`src/rtl/des_rf_pkg.sv`:
```
package des_rf_pkg;

  // field widths
  localparam int unsigned HalfWidth = 32;
  localparam int unsigned KeyWidth  = 48;
  localparam int unsigned NumSboxes = 8;

  // expansion table E, DES bit numbers (1 = msb)
  localparam logic [5:0] E_TABLE [0:47] = '{
    6'd32, 6'd1,  6'd2,  6'd3,  6'd4,  6'd5,  6'd4,  6'd5,  6'd6,  6'd7,  6'd8,  6'd9,
    6'd8,  6'd9,  6'd10, 6'd11, 6'd12, 6'd13, 6'd12, 6'd13, 6'd14, 6'd15, 6'd16, 6'd17,
    6'd16, 6'd17, 6'd18, 6'd19, 6'd20, 6'd21, 6'd20, 6'd21, 6'd22, 6'd23, 6'd24, 6'd25,
    6'd24, 6'd25, 6'd26, 6'd27, 6'd28, 6'd29, 6'd28, 6'd29, 6'd30, 6'd31, 6'd32, 6'd1
  };

  // permutation table P, DES bit numbers (1 = msb)
  localparam logic [5:0] P_TABLE [0:31] = '{
    6'd16, 6'd7,  6'd20, 6'd21, 6'd29, 6'd12, 6'd28, 6'd17,
    6'd1,  6'd15, 6'd23, 6'd26, 6'd5,  6'd18, 6'd31, 6'd10,
    6'd2,  6'd8,  6'd24, 6'd14, 6'd32, 6'd27, 6'd3,  6'd9,
    6'd19, 6'd13, 6'd30, 6'd6,  6'd22, 6'd11, 6'd4,  6'd25
  };

  // s-boxes, indexed by row * 16 + column
  localparam logic [3:0] SBOX_TABLE [0:7][0:63] = '{
    '{4'd14, 4'd4, 4'd13, 4'd1, 4'd2, 4'd15, 4'd11, 4'd8,
      4'd3, 4'd10, 4'd6, 4'd12, 4'd5, 4'd9, 4'd0, 4'd7,
      4'd0, 4'd15, 4'd7, 4'd4, 4'd14, 4'd2, 4'd13, 4'd1,
      4'd10, 4'd6, 4'd12, 4'd11, 4'd9, 4'd5, 4'd3, 4'd8,
      4'd4, 4'd1, 4'd14, 4'd8, 4'd13, 4'd6, 4'd2, 4'd11,
      4'd15, 4'd12, 4'd9, 4'd7, 4'd3, 4'd10, 4'd5, 4'd0,
      4'd15, 4'd12, 4'd8, 4'd2, 4'd4, 4'd9, 4'd1, 4'd7,
      4'd5, 4'd11, 4'd3, 4'd14, 4'd10, 4'd0, 4'd6, 4'd13},
    '{4'd15, 4'd1, 4'd8, 4'd14, 4'd6, 4'd11, 4'd3, 4'd4,
      4'd9, 4'd7, 4'd2, 4'd13, 4'd12, 4'd0, 4'd5, 4'd10,
      4'd3, 4'd13, 4'd4, 4'd7, 4'd15, 4'd2, 4'd8, 4'd14,
      4'd12, 4'd0, 4'd1, 4'd10, 4'd6, 4'd9, 4'd11, 4'd5,
      4'd0, 4'd14, 4'd7, 4'd11, 4'd10, 4'd4, 4'd13, 4'd1,
      4'd5, 4'd8, 4'd12, 4'd6, 4'd9, 4'd3, 4'd2, 4'd15,
      4'd13, 4'd8, 4'd10, 4'd1, 4'd3, 4'd15, 4'd4, 4'd2,
      4'd11, 4'd6, 4'd7, 4'd12, 4'd0, 4'd5, 4'd14, 4'd9},
    '{4'd10, 4'd0, 4'd9, 4'd14, 4'd6, 4'd3, 4'd15, 4'd5,
      4'd1, 4'd13, 4'd12, 4'd7, 4'd11, 4'd4, 4'd2, 4'd8,
      4'd13, 4'd7, 4'd0, 4'd9, 4'd3, 4'd4, 4'd6, 4'd10,
      4'd2, 4'd8, 4'd5, 4'd14, 4'd12, 4'd11, 4'd15, 4'd1,
      4'd13, 4'd6, 4'd4, 4'd9, 4'd8, 4'd15, 4'd3, 4'd0,
      4'd11, 4'd1, 4'd2, 4'd12, 4'd5, 4'd10, 4'd14, 4'd7,
      4'd1, 4'd10, 4'd13, 4'd0, 4'd6, 4'd9, 4'd8, 4'd7,
      4'd4, 4'd15, 4'd14, 4'd3, 4'd11, 4'd5, 4'd2, 4'd12},
    '{4'd7, 4'd13, 4'd14, 4'd3, 4'd0, 4'd6, 4'd9, 4'd10,
      4'd1, 4'd2, 4'd8, 4'd5, 4'd11, 4'd12, 4'd4, 4'd15,
      4'd13, 4'd8, 4'd11, 4'd5, 4'd6, 4'd15, 4'd0, 4'd3,
      4'd4, 4'd7, 4'd2, 4'd12, 4'd1, 4'd10, 4'd14, 4'd9,
      4'd10, 4'd6, 4'd9, 4'd0, 4'd12, 4'd11, 4'd7, 4'd13,
      4'd15, 4'd1, 4'd3, 4'd14, 4'd5, 4'd2, 4'd8, 4'd4,
      4'd3, 4'd15, 4'd0, 4'd6, 4'd10, 4'd1, 4'd13, 4'd8,
      4'd9, 4'd4, 4'd5, 4'd11, 4'd12, 4'd7, 4'd2, 4'd14},
    '{4'd2, 4'd12, 4'd4, 4'd1, 4'd7, 4'd10, 4'd11, 4'd6,
      4'd8, 4'd5, 4'd3, 4'd15, 4'd13, 4'd0, 4'd14, 4'd9,
      4'd14, 4'd11, 4'd2, 4'd12, 4'd4, 4'd7, 4'd13, 4'd1,
      4'd5, 4'd0, 4'd15, 4'd10, 4'd3, 4'd9, 4'd8, 4'd6,
      4'd4, 4'd2, 4'd1, 4'd11, 4'd10, 4'd13, 4'd7, 4'd8,
      4'd15, 4'd9, 4'd12, 4'd5, 4'd6, 4'd3, 4'd0, 4'd14,
      4'd11, 4'd8, 4'd12, 4'd7, 4'd1, 4'd14, 4'd2, 4'd13,
      4'd6, 4'd15, 4'd0, 4'd9, 4'd10, 4'd4, 4'd5, 4'd3},
    '{4'd12, 4'd1, 4'd10, 4'd15, 4'd9, 4'd2, 4'd6, 4'd8,
      4'd0, 4'd13, 4'd3, 4'd4, 4'd14, 4'd7, 4'd5, 4'd11,
      4'd10, 4'd15, 4'd4, 4'd2, 4'd7, 4'd12, 4'd9, 4'd5,
      4'd6, 4'd1, 4'd13, 4'd14, 4'd0, 4'd11, 4'd3, 4'd8,
      4'd9, 4'd14, 4'd15, 4'd5, 4'd2, 4'd8, 4'd12, 4'd3,
      4'd7, 4'd0, 4'd4, 4'd10, 4'd1, 4'd13, 4'd11, 4'd6,
      4'd4, 4'd3, 4'd2, 4'd12, 4'd9, 4'd5, 4'd15, 4'd10,
      4'd11, 4'd14, 4'd1, 4'd7, 4'd6, 4'd0, 4'd8, 4'd13},
    '{4'd4, 4'd11, 4'd2, 4'd14, 4'd15, 4'd0, 4'd8, 4'd13,
      4'd3, 4'd12, 4'd9, 4'd7, 4'd5, 4'd10, 4'd6, 4'd1,
      4'd13, 4'd0, 4'd11, 4'd7, 4'd4, 4'd9, 4'd1, 4'd10,
      4'd14, 4'd3, 4'd5, 4'd12, 4'd2, 4'd15, 4'd8, 4'd6,
      4'd1, 4'd4, 4'd11, 4'd13, 4'd12, 4'd3, 4'd7, 4'd14,
      4'd10, 4'd15, 4'd6, 4'd8, 4'd0, 4'd5, 4'd9, 4'd2,
      4'd6, 4'd11, 4'd13, 4'd8, 4'd1, 4'd4, 4'd10, 4'd7,
      4'd9, 4'd5, 4'd0, 4'd15, 4'd14, 4'd2, 4'd3, 4'd12},
    '{4'd13, 4'd2, 4'd8, 4'd4, 4'd6, 4'd15, 4'd11, 4'd1,
      4'd10, 4'd9, 4'd3, 4'd14, 4'd5, 4'd0, 4'd12, 4'd7,
      4'd1, 4'd15, 4'd13, 4'd8, 4'd10, 4'd3, 4'd7, 4'd4,
      4'd12, 4'd5, 4'd6, 4'd11, 4'd0, 4'd14, 4'd9, 4'd2,
      4'd7, 4'd11, 4'd4, 4'd1, 4'd9, 4'd12, 4'd14, 4'd2,
      4'd0, 4'd6, 4'd10, 4'd13, 4'd15, 4'd3, 4'd5, 4'd8,
      4'd2, 4'd1, 4'd14, 4'd7, 4'd4, 4'd10, 4'd8, 4'd13,
      4'd15, 4'd12, 4'd9, 4'd0, 4'd3, 4'd5, 4'd6, 4'd11}
  };

  // expansion E: 32 -> 48 bits, pure wiring
  function automatic logic [KeyWidth-1:0] des_expand(input logic [HalfWidth-1:0] r);
    logic [KeyWidth-1:0] x;
    x = '0;
    for (int i = 0; i < KeyWidth; i++) begin
      x[KeyWidth-1-i] = r[HalfWidth - int'(E_TABLE[i])];
    end
    return x;
  endfunction

  // permutation P: 32 -> 32 bits, pure wiring
  function automatic logic [HalfWidth-1:0] des_permute(input logic [HalfWidth-1:0] s);
    logic [HalfWidth-1:0] y;
    y = '0;
    for (int i = 0; i < HalfWidth; i++) begin
      y[HalfWidth-1-i] = s[HalfWidth - int'(P_TABLE[i])];
    end
    return y;
  endfunction

endpackage

```
`src/rtl/des_round_function_top.sv`:
```
// DES round function f: f_result = P(S(E(right_half) ^ round_key)).
//
// Input channel: a word (right_half_i, round_key_i) is taken at every
// rising edge where start is high and busy is low. busy is always low, so
// a new word may be issued in every cycle.
// Output channel: f_result_o is shown for exactly one cycle with valid_o
// high; the receiver must take it then, it cannot hold results off.
//
// Path: the accepted word goes through the input register, then the
// expansion/s-box/permutation logic, then the result register.
// Throughput: one word per cycle, set by the single registered pass
// through the s-box tables.
//
// Reset (rst_ni low, asynchronous) clears the valid flags; any word in
// flight is dropped and no strobe follows. The data registers are not reset.
module des_round_function_top
  import des_rf_pkg::*;
(
  input  logic                 clk_i,
  input  logic                 rst_ni,
  input  logic                 start,
  input  logic [HalfWidth-1:0] right_half_i,
  input  logic [KeyWidth-1:0]  round_key_i,
  output logic                 busy,
  output logic                 valid_o,
  output logic [HalfWidth-1:0] f_result_o
);

  logic                 in_valid_q, in_valid_d;
  logic [HalfWidth-1:0] half_q;
  logic [KeyWidth-1:0]  key_q;
  logic                 out_valid_q, out_valid_d;
  logic [HalfWidth-1:0] result_q, result_d;
  logic [KeyWidth-1:0]  mixed;
  logic [HalfWidth-1:0] sbits;
  logic                 accept;

  // never stalls
  assign busy   = 1'b0;
  assign accept = start & ~busy;

  assign in_valid_d  = accept;
  assign out_valid_d = in_valid_q;

  // control flags
  always_ff @(posedge clk_i or negedge rst_ni) begin
    if (!rst_ni) begin
      in_valid_q  <= 1'b0;
      out_valid_q <= 1'b0;
    end else begin
      in_valid_q  <= in_valid_d;
      out_valid_q <= out_valid_d;
    end
  end

  // input register
  always_ff @(posedge clk_i) begin
    if (accept) begin
      half_q <= right_half_i;
      key_q  <= round_key_i;
    end
  end

  // expansion and key mix
  assign mixed = des_expand(half_q) ^ key_q;

  des_rf_subst u_subst (
    .mixed_i (mixed),
    .sbits_o (sbits)
  );

  // final permutation
  assign result_d = des_permute(sbits);

  // result register
  always_ff @(posedge clk_i) begin
    if (in_valid_q) begin
      result_q <= result_d;
    end
  end

  assign valid_o    = out_valid_q;
  assign f_result_o = result_q;

endmodule

```
`src/rtl/des_rf_subst.sv`:
```
module des_rf_subst
  import des_rf_pkg::*;
(
  input  logic [KeyWidth-1:0]  mixed_i,
  output logic [HalfWidth-1:0] sbits_o
);

  // eight independent 6-to-4 lookups, group 1 at the msb end
  always_comb begin
    logic [5:0] grp;
    logic [5:0] idx;
    sbits_o = '0;
    for (int g = 0; g < NumSboxes; g++) begin
      grp = mixed_i[KeyWidth-1-6*g -: 6];
      // row from the outer bits, column from the inner four
      idx = {grp[5], grp[0], grp[4:1]};
      sbits_o[HalfWidth-1-4*g -: 4] = SBOX_TABLE[g][idx];
    end
  end

endmodule
```
`config.mk`:
```
export PLATFORM = sky130hd
export DESIGN_NAME = des_round_function_top
export DESIGN_NICKNAME = d
export VERILOG_FILES = /design/src/rtl/des_rf_pkg.sv /design/src/rtl/des_round_function_top.sv /design/src/rtl/des_rf_subst.sv
export SDC_FILE = /design/constraint.sdc
export NUM_CORES = 1
export LEC_CHECK = 0
export ABC_CLOCK_PERIOD_IN_PS = 4970
export BUFFER_PORTS_ARGS = -buffer_cell sky130_fd_sc_hd__buf_4
export CAP_MARGIN = 5
export CORE_ASPECT_RATIO = 0.6
export CORE_MARGIN = 2
export CORE_UTILIZATION = 55
export DETAILED_ROUTE_END_ITERATION = 7
export PLACE_DENSITY = 0.86
export SLEW_MARGIN = 20
export SYNTH_ARGS = -nofsm -noshare
export SYNTH_HDL_FRONTEND = slang
export SYNTH_SLANG_ARGS = --single-unit
```
`constraint.sdc`:
```
create_clock -name clk_i -period 4.97 [get_ports clk_i]
set_clock_uncertainty 0.2 [all_clocks]
set_input_delay 0.497 -clock clk_i [delete_from_list [all_inputs] [get_ports clk_i]]
set_output_delay 0.497 -clock clk_i [all_outputs]
set_load 0.01 [all_outputs]
```
# ---- Word-level counts from Yosys, hierarchy flattened
# Memories as Yosys holds them, arrays and structs flattened. A register that Yosys moved wholly into a read port is not among the register bits.
# Cells that the tools add are included.
# W data, S select, Z words.
dict set report classes {
  bitwise_logic 9
}
# operator count
set op_table {}
lappend op_table {{$not A6 Y7} 8}
lappend op_table {{$xor A48 B48 Y48} 1}
dict set report totals {
  regBits 82
  rom_bits 2048
  input_bits 83
  output_inout_bits 34
  word_cells 21
  memories 8
}
# name words width rd rd_ports_with_merged_regs wr line
set memory_table {}
lappend memory_table {{(name not given)} 64 4 1 1 0 des_rf_subst.sv:17} ;# sbits_o[HalfWidth-1-4*g -: 4] = SBOX_TABLE[g][idx];
lappend memory_table {{(name not given)} 64 4 1 1 0 des_rf_subst.sv:17}
lappend memory_table {{(name not given)} 64 4 1 1 0 des_rf_subst.sv:17}
lappend memory_table {{(name not given)} 64 4 1 1 0 des_rf_subst.sv:17}
lappend memory_table {{(name not given)} 64 4 1 1 0 des_rf_subst.sv:17}
lappend memory_table {{(name not given)} 64 4 1 1 0 des_rf_subst.sv:17}
lappend memory_table {{2 more memories} -- -- -- -- -- --}

# ---- Depth between registers and ports, before layout
# Gate-level depths: netlist of the first run.
dict set report depth {
  ltp_word 2
  ltp_mapped 8
  ltp_nobuf 8
}

# ---- Cells and area by module
# From an unflattened synthesis of the first run, not the netlist that was laid out.
dict set report unflattened {
  hier_cells 864
  hier_area_um2 8544.4
}
# mod n_inst cells_per_inst area_per_inst_um2 seq_area_each_um2
set modules_own_cells {}
lappend modules_own_cells {des_rf_subst 1 700 4699.5 0.0}
lappend modules_own_cells {des_round_function_top 1 164 3844.9 3413.3}

# ---- Worst setup path after synthesis of the first run
# Ideal clock, no wire load.
dict set report synth_timing {
  kind {reg-to-reg}
  from {reg half_q[12]}
  to {reg result_q[29] (netlist: f_result_o[29]), data pin}
  setup_time_ps 256
  arrival_ps 2479
  required_time_ps 4514
  slack_ps 2035
  stages_incl_launch_ff 8
  path_buffers 0
  period_less_slack_ps 2935
  cell_sequence {edfxtp_1 > xnor2_1 > clkinv_1 > ha_1 > mux4_2 > nor2_1 > a311oi_1 > a31o_2}
}
dict set report synth_via {
  elab_chain_len 2
}
# element line
set synth_rtl {}
lappend synth_rtl {{start: declaration} des_round_function_top.sv:30} ;# logic [HalfWidth-1:0] half_q;
lappend synth_rtl {{start signal: assignment} des_round_function_top.sv:59} ;# half_q <= right_half_i;
lappend synth_rtl {{$xor A48 B48 Y48} des_round_function_top.sv:65} ;# assign mixed = des_expand(half_q) ^ key_q;
lappend synth_rtl {{$not A6 Y7 (not written as such)} des_rf_subst.sv:17}
lappend synth_rtl {{end: declaration} des_round_function_top.sv:33} ;# logic [HalfWidth-1:0] result_q, result_d;
# No other way between the ends.
# A chain may end at the register's enable or synchronous reset.

# ---- Worst setup path after layout of the first run
dict set report layout_timing {
  from {reg half_q[28]}
  to {reg result_q[1] (netlist: f_result_o[1]), data pin}
}
# Same word-level chain as after synthesis.

==> results of run 1 <==
==> where the power goes <==
group	leakage, nW	internal (mW)	switching, mW
Clock	0.307	0.845	0.469
Combinational	2.68	0.749	0.881
Sequential	1.12	1.23	0.0781
Total	4.11	2.83	1.43
==> layout by cell type (no fill, tap or decap), drive strengths merged, types with 4 or more instances in the layout <==
cell,n
buf,131
edfxtp,112
nand2,66
ha,62
xnor2,59
nor2,49
o21ai,43
a21oi,41
xor2,35
inv,34
mux2i,33
mux4,29
o211ai,28
nand3,18
a211oi,17
clkbuf,17
nor3,14
clkinv,10
a31oi,8
o22ai,6
o221ai,6
and3,5
mux2,5
a22oi,5
o311ai,5
a311oi,5
a21o,4
o211a,4
bufinv,4
==> state kept, by name (all words and copies together), names as in the netlist <==
signal	count
key_q	48
f_result_o	32
half_q	32
in_valid_q	1
valid_o	1
==> kinds of logic (layout without fill, tap and decap cells) <==
kind of cell               after synthesis  in the layout  synth area share [%]
other                                    1              1                0.0437
adders and majority gates               62             62                  9.03
DFF                                    114            114                  39.7
muxes                                   67             67                  12.2
and+or+nand+nor                        161            161                  8.01
buffers and inverters                   73            198                  3.68
xor gates and xnor gates                94             94                  10.9
AOI/OAI and AO/OA                      208            208                  16.5
==> repair_timing <==
action | in CTS | in global routing
gates resized for setup | 0 | 0
hold endpoints to repair | 2 | 0
hold buffers | 1 | 0
==> per-layer routing <==
metal | share of wire (%) | up-vias
met2 | 45 | 341
met5 | 0 | -
met3 | 8.9 | 22
met4 | 1.3 | 0
li1 | - | 3176
met1 | 45 | 3165
==> cells in the mapped netlist, types with 4 or more instances <==
cell,n
nand3_1,18
buf_2,16
inv_1,31
o211ai_1,28
a22oi_1,5
a211oi_1,17
xnor2_2,6
a21oi_1,41
o311ai_0,5
mux4_2,27
o21ai_0,41
xnor2_1,53
a311oi_1,5
xor2_1,28
mux2_2,5
nor3_1,14
ha_1,62
mux2i_1,33
and3_1,5
xor2_2,6
a31oi_1,8
clkbuf_1,19
o22ai_1,6
nor2_1,47
a21o_1,4
o211a_1,4
o221ai_1,6
edfxtp_1,112
nand2_1,65
==> cell type report <==
| class | count | area, sq um | share of cell area (%) |
|---|---|---|---|
| clock buffer | 17 | 425 | 4.12 |
| clock inverter | 15 | 209 | 2.02 |
| inverter | 34 | 128 | 1.24 |
| multi-input combinational | 593 | 4880 | 47.3 |
| sequential | 114 | 3410 | 33.1 |
| tap | 203 | 254 | 2.46 |
| timing repair buffer | 132 | 1010 | 9.75 |
==> through the flow <==
stage	setup WS, ns	utilization, %	hold slack [ns]
finish	1.68	67.3	0.0555
global placement	1.90	62.8	0.0803
detailed placement	1.75	62.8	0.0869
floorplan	2.03	-	0.00141
global route	1.57	67.3	0.0412
CTS	1.74	67.1	0.0501
==> worst max path at each step <==
stage                from              to  slack [ns]  depth (start not counted)
2_1_floorplan  half_q[12]  f_result_o[29]        2.03                          7
3_3_place_gp   half_q[28]   f_result_o[1]        1.90                          6
3_5_place_dp   half_q[28]   f_result_o[1]        1.75                          6
4_1_cts        half_q[28]   f_result_o[1]        1.74                          6
5_1_grt        half_q[28]   f_result_o[1]        1.57                          6
6_report       half_q[28]   f_result_o[1]        1.68                          6
==> worst max-delay path, delay by kind of cell, from the launching register on <==
kind | cells | cell delay (ns)
compound gates | 2 | 0.37
fa+ha+maj | 1 | 0.51
flops | 1 | 0.41
xor+xnor | 1 | 0.83
simple gates | 1 | 0.14
mux | 1 | 0.52
==> results.txt, run 1 <==
Async S/R FF share, synth: 1.75%
drt pass-1 iters: 6
crit path kind: reg2reg
fin. max-slew vios: 0
antenna diode count: 0
floorplan core area: 0.0153 sq mm
Avg Cell Area, Syn: 11.0 sq um
I/O pins: 117
clk slew on worst S/H paths: 0.06 ns
Nets: 1037
post-synth top area cell: edfxtp_1
Rows: 35
P&R area growth vs syn: 20.1%
dpl cells: 1074
DRC: 0
global-route wire length before repair: 30700 um
gr ovfl total: 0
worst skew pair latency: 0.41 ns
Relative slew margins: 30.5%
fin crit share: 66.3%
most common flop cell mapped by yosys: edfxtp_1
Worst Hold Launch: round_key_i[32]
Final HPWL DP: 13400 um
Hold WC Path Type: in2reg
Slew @ Worst Pin: 1.04 ns
Slowest-stage cell, CP: xor2_1
post-synth top area share: 39.1%
met3 Use GR: 6.21%
M2 GR Usage: 35.7%
CTS buffer count: 17
CTS tree: built
CP Cell Sequence: xor2_1, ha_1, mux4_1, nor2b_1, a311oi_1, a21oi_1
Max Cap Viol: 0
Filler Cell Count: 1129
crit path max fanout: 12
CTS max path bufs: 2
Die Width: 165 um
routed len/inst: 17.7 um
setup TNS: 0 ns
placed cell areas: 0.00963 sq mm
cell area after layout: 0.0103 sq mm
Antenna Nets Post-Route: 0
Required @ worst endpoint: 4.87 ns
post-layout min period: 3.29 ns
Vias/cell: 6.05
Synth Register Bits: 114
initial antenna violation count: 0
gate count of the mapped netlist: 780
clk sink count: 114
Synth cell types: 65
Total Routing Usage GR: 23.8%
Synth area leaders: edfxtp_1, ha_1, mux4_2
Via Count: 6704
die area: 0.0167 sq mm
Overall Power: 4.25 mW
Cell Area, Synth: 0.00859 sq mm
final hold violations: 0
largest net degree at the start of global routing: 82
worst hold endpoint: key_q[32]
worst hold path depth: 1
Root Buffer: clkbuf_16
Non-Filler Instances: 1108
reg2reg start: half_q[28]
status: completed
H-tree Lvls: 4
sequential-to-total area share from yosys stat: 39.7%
Initial Utilization: 56.0%
FMAX: 304 MHz
final setup violating endpoints: 0
Crit. End Element: register
Post-synth EDFFs: 112
global routing's busiest layer: met2
r2r setup slk: 1.68 ns
worst path arrival time: 3.20 ns
met1 Use GR: 34.8%
final WL: 19600 um
Worst R2R Path Depth: 6
share of cells above drive strength 1: 24.2%
Post-CTS Setup Inserts: 0
GP Congestion: 0.935
DRT iter0 DRCs: 895
Lkg Pwr: 4.11 nW
vias in the first global route: 6014
Die Ht: 101 um
VDD IR max: 0.297 mV
slowest stage delay, CP: 0.83 ns
Reg2Reg Capture Point: f_result_o[1]
RSZ-0062 raised after global routing: false
Synth Net Count: 925
Worst setup SP type: register
Cell Pwr Density: 412 mW/mm^2
IO buf count: 115
Synth warnings: 0
No activity file was read; power rests on OpenSTA's default activity.
==> run 2, diff against run 1 <==
- ABC_AREA: not set -> 1
- ABC_CLOCK_PERIOD_IN_PS: 4970 -> 3000
- CORE_UTILIZATION: 55 -> 54
- PLACE_DENSITY: 0.86 -> 0.87
- clock period: 4.97 -> 3 ns (I/O delays scaled with it)
==> run 2 against run 1 <==
  * The flow now finishes with violations (design-rule violations)
  * Hold slack gained 0.031 ns
  * Maximum frequency rose by 38%
  * Global-route usage is 4.6 points higher
  * Clock power up 68%
  * Worst setup slack lost 1.1 ns
  * Power grew 55%
  * Die area rose by 6.0%
  * Via count is 36% higher
  * Non-clock buffer count is 74 higher
  * Final area increased by 11%
  * Sequential share of layout area is 3.2 points lower
  * Critical endpoint is now f_result_o[22]
==> results.txt, run 2 <==
Clk pwr share: 33.4%
Antenna Nets Post-Route: 0
count leader, synth: nand2_1
r2r setup slk: 0.62 ns
VDD IR max: 0.544 mV
H-tree Lvls: 4
Commonest cells post-synth: nand2_1, nand3_1, edfxtp_1, inv_1, ha_1
Via Count: 9149
dpl cells: 1561
most common cell after layout, fill and taps aside: nand2_1
CTS max path bufs: 2
combinational power share: 34.1%
post-synth top area share: 37.6%
critical path buffer and inverter count: 3
Synth area leaders: edfxtp_1, nand2_1, nand3_1
Cell Pwr Density: 576 mW/mm^2
crit path max fanout: 7
Reg2Reg Capture Point: f_result_o[22]
Pint: 4.32 mW
Worst Hold Launch: start
Slowest-stage cell, CP: edfxtp_1
reg2reg start: half_q[16]
Worst setup SP type: register
post-layout min period: 2.38 ns
Synth Register Bits: 114
CTS buffer count: 17
worst hold path depth: 1
Most flops, register: key_q
Net Sw Frac: 34.5%
floorplan core area: 0.0162 sq mm
violated checks: design-rule violations
Root Buffer: clkbuf_16
Sw Pwr: 2.27 mW
FMAX: 420 MHz
vias in the first global route: 8491
crit path kind: reg2reg
Total Routing Usage GR: 28.4%
Max Cap Viol: 0
DRT iter0 DRCs: 1343
Hold WC Path Type: in2reg
largest net degree at the start of global routing: 52
Crit. End Element: register
clk slew on worst S/H paths: 0.06 ns
RSZ-0062 raised after global routing: false
Post-synth EDFFs: 112
Filler Cell Count: 1257
CTS tree: built
Initial Utilization: 55.2%
P&R area growth vs syn: 27.7%
final setup violating endpoints: 0
Final HPWL DP: 16500 um
final WL: 24400 um
most common flop cell mapped by yosys: edfxtp_1
IO buf count: 115
Most common cell on crit path: nand2_1
Async S/R FF share, synth: 1.75%
gr ovfl total: 0
part of the power in registers: 32.4%
gate count of the mapped netlist: 1257
Worst R2R Path Depth: 11
Lkg Pwr: 5.84 nW
worst hold endpoint: in_valid_q
Required @ worst endpoint: 2.96 ns
routed len/inst: 14.6 um
GP Congestion: 0.976
post-synth top area cell: edfxtp_1
sequential-to-total area share from yosys stat: 38.1%
slowest stage delay, CP: 0.44 ns
max reg flops: 48
status: complete, but fails checks
worst skew pair latency: 0.42 ns
Synth Net Count: 1402
Vias/cell: 5.47
clk sink count: 114
DRC: 2
family with the most delay on the worst path: simple AND/OR/NAND/NOR gates
CP Cell Sequence: inv_1, nand2_1, nand2_1, inv_1, ha_1, inv_1, nand2_1, nand3_1, nand3_1, nand3_1, nand2_1
Post-CTS Setup Inserts: 0
commonest cells after routing, fill and taps aside: nand2_1, nand3_1, buf_4, edfxtp_1, inv_1
antenna diode count: 0
drt pass-1 iters: 8
Die Width: 170 um
Nets: 1598
Avg Cell Area, Syn: 7.12 sq um
Slew @ Worst Pin: 0.939 ns
global-route wire length before repair: 40200 um
fin. max-slew vios: 0
final hold violations: 0
I/O pins: 117
setup TNS: 0 ns
Rows: 36
Synth cell types: 30
share of cells above drive strength 1: 12.2%
worst path arrival time: 2.35 ns
initial antenna violation count: 0
Synth warnings: 0
fin crit share: 79.4%
Non-Filler Instances: 1674
die area: 0.0177 sq mm
Cell Area, Synth: 0.00896 sq mm
Relative slew margins: 37.4%
Die Ht: 104 um
[run 2: power by group through the flow]
stage	clock, mW	combinational [mW]	sequential (mW)
floorplan	0	1.45	2.18
global placement	0	2.06	2.16
detailed placement	0	2.09	2.16
CTS	2.22	2.20	2.14
global route	2.30	2.53	2.16
finish	2.20	2.25	2.14
[run 2: kinds of logic (layout without fill, tap and decap cells)]
logic type	count (synthesis)	count (layout)	share of synthesized area, %
AND/OR/NAND/NOR	894	894	41.7
adder cells (fa/ha/maj)	62	62	8.66
buffers and inverters	146	354	6.79
flip-flops	114	114	38.1
AO/OA/AOI/OAI	12	12	0.727
XOR/XNOR	28	28	3.95
other	1	1	0.0419
[run 2: area by class of cell]
cell class / instances / area, sq um / area share (%)
flip-flops and latches: 114 / 3410 / 29.9
clock inverters: 13 / 191 / 1.67
multi-input cells: 997 / 4930 / 43.2
inverters: 117 / 439 / 3.84
repair buffers: 206 / 1760 / 15.4
well taps: 209 / 262 / 2.29
clock buffers: 18 / 429 / 3.75
[run 2: worst max-delay path by stage]
stage / startpoint / to / slack [ns] / cells past startpoint
floorplan: half_q[16] / f_result_o[31] / 0.93 / 13
global placement: half_q[16] / f_result_o[31] / 0.79 / 13
detailed placement: half_q[16] / f_result_o[31] / 0.69 / 13
CTS: half_q[16] / f_result_o[22] / 0.66 / 11
global route: half_q[16] / f_result_o[22] / 0.44 / 11
finish: half_q[16] / f_result_o[22] / 0.62 / 11
[run 2: per-stage QoR]
stage / hold slack [ns] / setup slack, ns / util (%) / total power, mW / area, sq um
floorplan: -0.196 / 0.926 / - / 3.63 / 8960
global placement: -0.118 / 0.786 / 61.6 / 4.22 / 9990
detailed placement: -0.117 / 0.691 / 61.6 / 4.26 / 9990
CTS: 0.0647 / 0.661 / 70.5 / 6.55 / 11400
global route: 0.0742 / 0.441 / 70.5 / 6.99 / 11400
finish: 0.0862 / 0.618 / 70.5 / 6.59 / 11400
[run 2: worst register-to-register path, stage by stage, from the launching register on]
cell and delay, ns:
edfxtp_1 0.44, inv_1 0.08, nand2_1 0.05, nand2_1 0.18, inv_1 0.19, ha_1 0.33, inv_1 0.14, nand2_1 0.11
nand3_1 0.14, nand3_1 0.09, nand3_1 0.12, nand2_1 0.06
[run 2: per-layer routing]
metal | global-route usage, % | share of wire (%) | vias up
met1 | 40.4 | 44 | 4102
met3 | 6.23 | 9.5 | 67
met4 | 8.85 | 2.2 | 0
li1 | - | - | 4466
met5 | 0 | 0 | -
met2 | 43.2 | 44 | 514
[run 2: repair_timing]
action,CTS,global route
gates resized for setup,0,0
endpoints found under the hold margin,82,0
hold buffers,82,0
==> run 3, diff against run 2 <==
- ABC_CLOCK_PERIOD_IN_PS: 3000 -> 2300
- CORE_UTILIZATION: 54 -> 55
- PLACE_DENSITY: 0.87 -> 0.86
- clock period: 3 -> 2.3 ns (I/O delays scaled with it)
==> run 3 against run 2 <==
  * The flow now finishes without violations
  * Largest cell class unchanged
  * Sequential share of layout area fell by 0.48 points
  * Core utilization increased by 1.8 points
  * Critical endpoint is now f_result_o[24]
  * Wire length increased by 2.0%
  * Power up 29%
  * Critical path type unchanged
  * Register-to-register slack worse by 0.50 ns
  * Highest routed layer unchanged
  * Clock power is 20% higher
==> results.txt, run 3 (synthesis results as in run 2) <==
Nets: 1625
Most flops, register: key_q
CTS buffer count: 17
global-route wire length before repair: 40300 um
IO buf count: 115
Die Width: 169 um
Cell Pwr Density: 729 mW/mm^2
Total Routing Usage GR: 29.2%
reg2reg start: half_q[12]
CP Cell Sequence: inv_1, nand2_1, nand2_1, ha_1, inv_1, nand2_1, nand3_1, nand3_1, nand2_1, nand2_1, nand2_1
antenna diode count: 0
CTS max path bufs: 2
family with the most delay on the worst path: simple AND/OR/NAND/NOR gates
Initial Utilization: 55.7%
fin crit share: 95.0%
initial antenna violation count: 1
I/O pins: 117
Max Cap Viol: 0
final hold violations: 0
final core utilization: 72.3%
gr ovfl total: 0
Post-CTS Setup Inserts: 0
Vias/cell: 5.44
floorplan core area: 0.0161 sq mm
worst skew pair latency: 0.42 ns
status: completed
critical path depth in cells: 11
commonest cells after routing, fill and taps aside: nand2_1, nand3_1, buf_4, edfxtp_1, inv_1
Hold WC Path Type: in2reg
clk sink count: 114
Slowest-stage cell, CP: edfxtp_1
Antenna Nets Post-Route: 0
fin. max-slew vios: 0
DRT iter0 DRCs: 1110
GP Congestion: 0.974
crit path kind: reg2reg
critical path buffer and inverter count: 2
r2r setup slk: 0.11 ns
Via Count: 9266
max reg flops: 48
Required @ worst endpoint: 2.26 ns
Storage cell area: 0.00341 sq mm
H-tree Lvls: 4
largest net degree at the start of global routing: 34
crit path max fanout: 6
area occupied by multi-input gates: 0.00494 sq mm
DRC: 0
Worst setup SP type: register
post-layout min period: 2.19 ns
FMAX: 457 MHz
Most common cell on crit path: nand2_1
slowest stage delay, CP: 0.44 ns
routed len/inst: 14.6 um
Lkg Pwr: 5.96 nW
Die Ht: 103 um
drt pass-1 iters: 7
RSZ-0062 raised after global routing: false
crit path from: half_q[12]
Crit. End Element: register
VDD IR max: 0.447 mV
Final HPWL DP: 16700 um
vias in the first global route: 8396
Slew @ Worst Pin: 0.607 ns
final WL: 24900 um
clk slew on worst S/H paths: 0.07 ns
Relative slew margins: 59.5%
CTS tree: built
worst path arrival time: 2.15 ns
final setup violating endpoints: 0
Root Buffer: clkbuf_16
Reg2Reg Capture Point: f_result_o[24]
most common cell after layout, fill and taps aside: nand2_1
Filler Cell Count: 1236
share of cells above drive strength 1: 14.2%
P&R area growth vs syn: 29.8%
Worst R2R Path Depth: 11
Worst Setup EP: f_result_o[24]
setup TNS: 0 ns
die area: 0.0174 sq mm
Rows: 36
## run 3: cell count changes in the layout (fill, tap and decap cells not counted), sizes merged
cell	delta
buf	+27
clkinv	+1
bufinv	-3
clkbuf	-1
clkinvlp	+2
inv	+2
## run 3: area by class of cell
class / instances / share of cell area [%]
Sequential cell: 114 / 29.4
Clock buffer: 17 / 3.66
Multi-Input combinational cell: 997 / 42.5
Timing Repair Buffer: 233 / 17.0
Tap cell: 209 / 2.25
Inverter: 117 / 3.78
Clock inverter: 15 / 1.39
## run 3: metal layers
layer | part of all wire (%) | wire (um) | track usage, % | vias to the layer above
met1 | 42 | 10600 | 39.6 | 4110
li1 | - | - | - | 4521
met4 | 1.7 | 432 | 7.49 | 0
met2 | 45 | 11300 | 47.1 | 578
met3 | 10 | 2610 | 7.68 | 57
met5 | 0 | 0 | 0 | -
## run 3: what timing repair did
item,in CTS,in global routing
endpoints found under the hold margin,82,0
endpoints found under the setup margin,0,2
resized for setup,0,2
hold buffers,82,0
## run 3: power breakdown
group	leakage (nW)	internal, mW	switching, mW
registers	1.12	2.61	0.155
clock network	0.276	1.60	1.04
logic	4.56	1.20	1.85
## run 3: how the worst min path moves through the flow
stage	from	end	slack, ns	cells after the start
floorplan	rst_ni	in_valid_q	-0.27	0
finish	start	half_q[5]	0.07	1
global placement	rst_ni	valid_o	-0.19	1
global route	start	key_q[8]	0.07	1
detailed placement	rst_ni	valid_o	-0.18	1
CTS	start	key_q[8]	0.07	1
## run 3: metrics by stage
| stage | setup WS, ns | total power [mW] | hold slack, ns | instances | instance area (sq um) |
|---|---|---|---|---|---|
| global placement | 0.279 | 5.58 | -0.186 | 1588 | 10200 |
| floorplan | 0.226 | 4.74 | -0.266 | 1257 | 8960 |
| CTS | 0.166 | 8.39 | 0.0748 | 1702 | 11600 |
| detailed placement | 0.200 | 5.64 | -0.184 | 1588 | 10200 |
| finish | 0.114 | 8.47 | 0.0718 | 1702 | 11600 |
| global route | 0.0180 | 8.99 | 0.0737 | 1702 | 11600 |
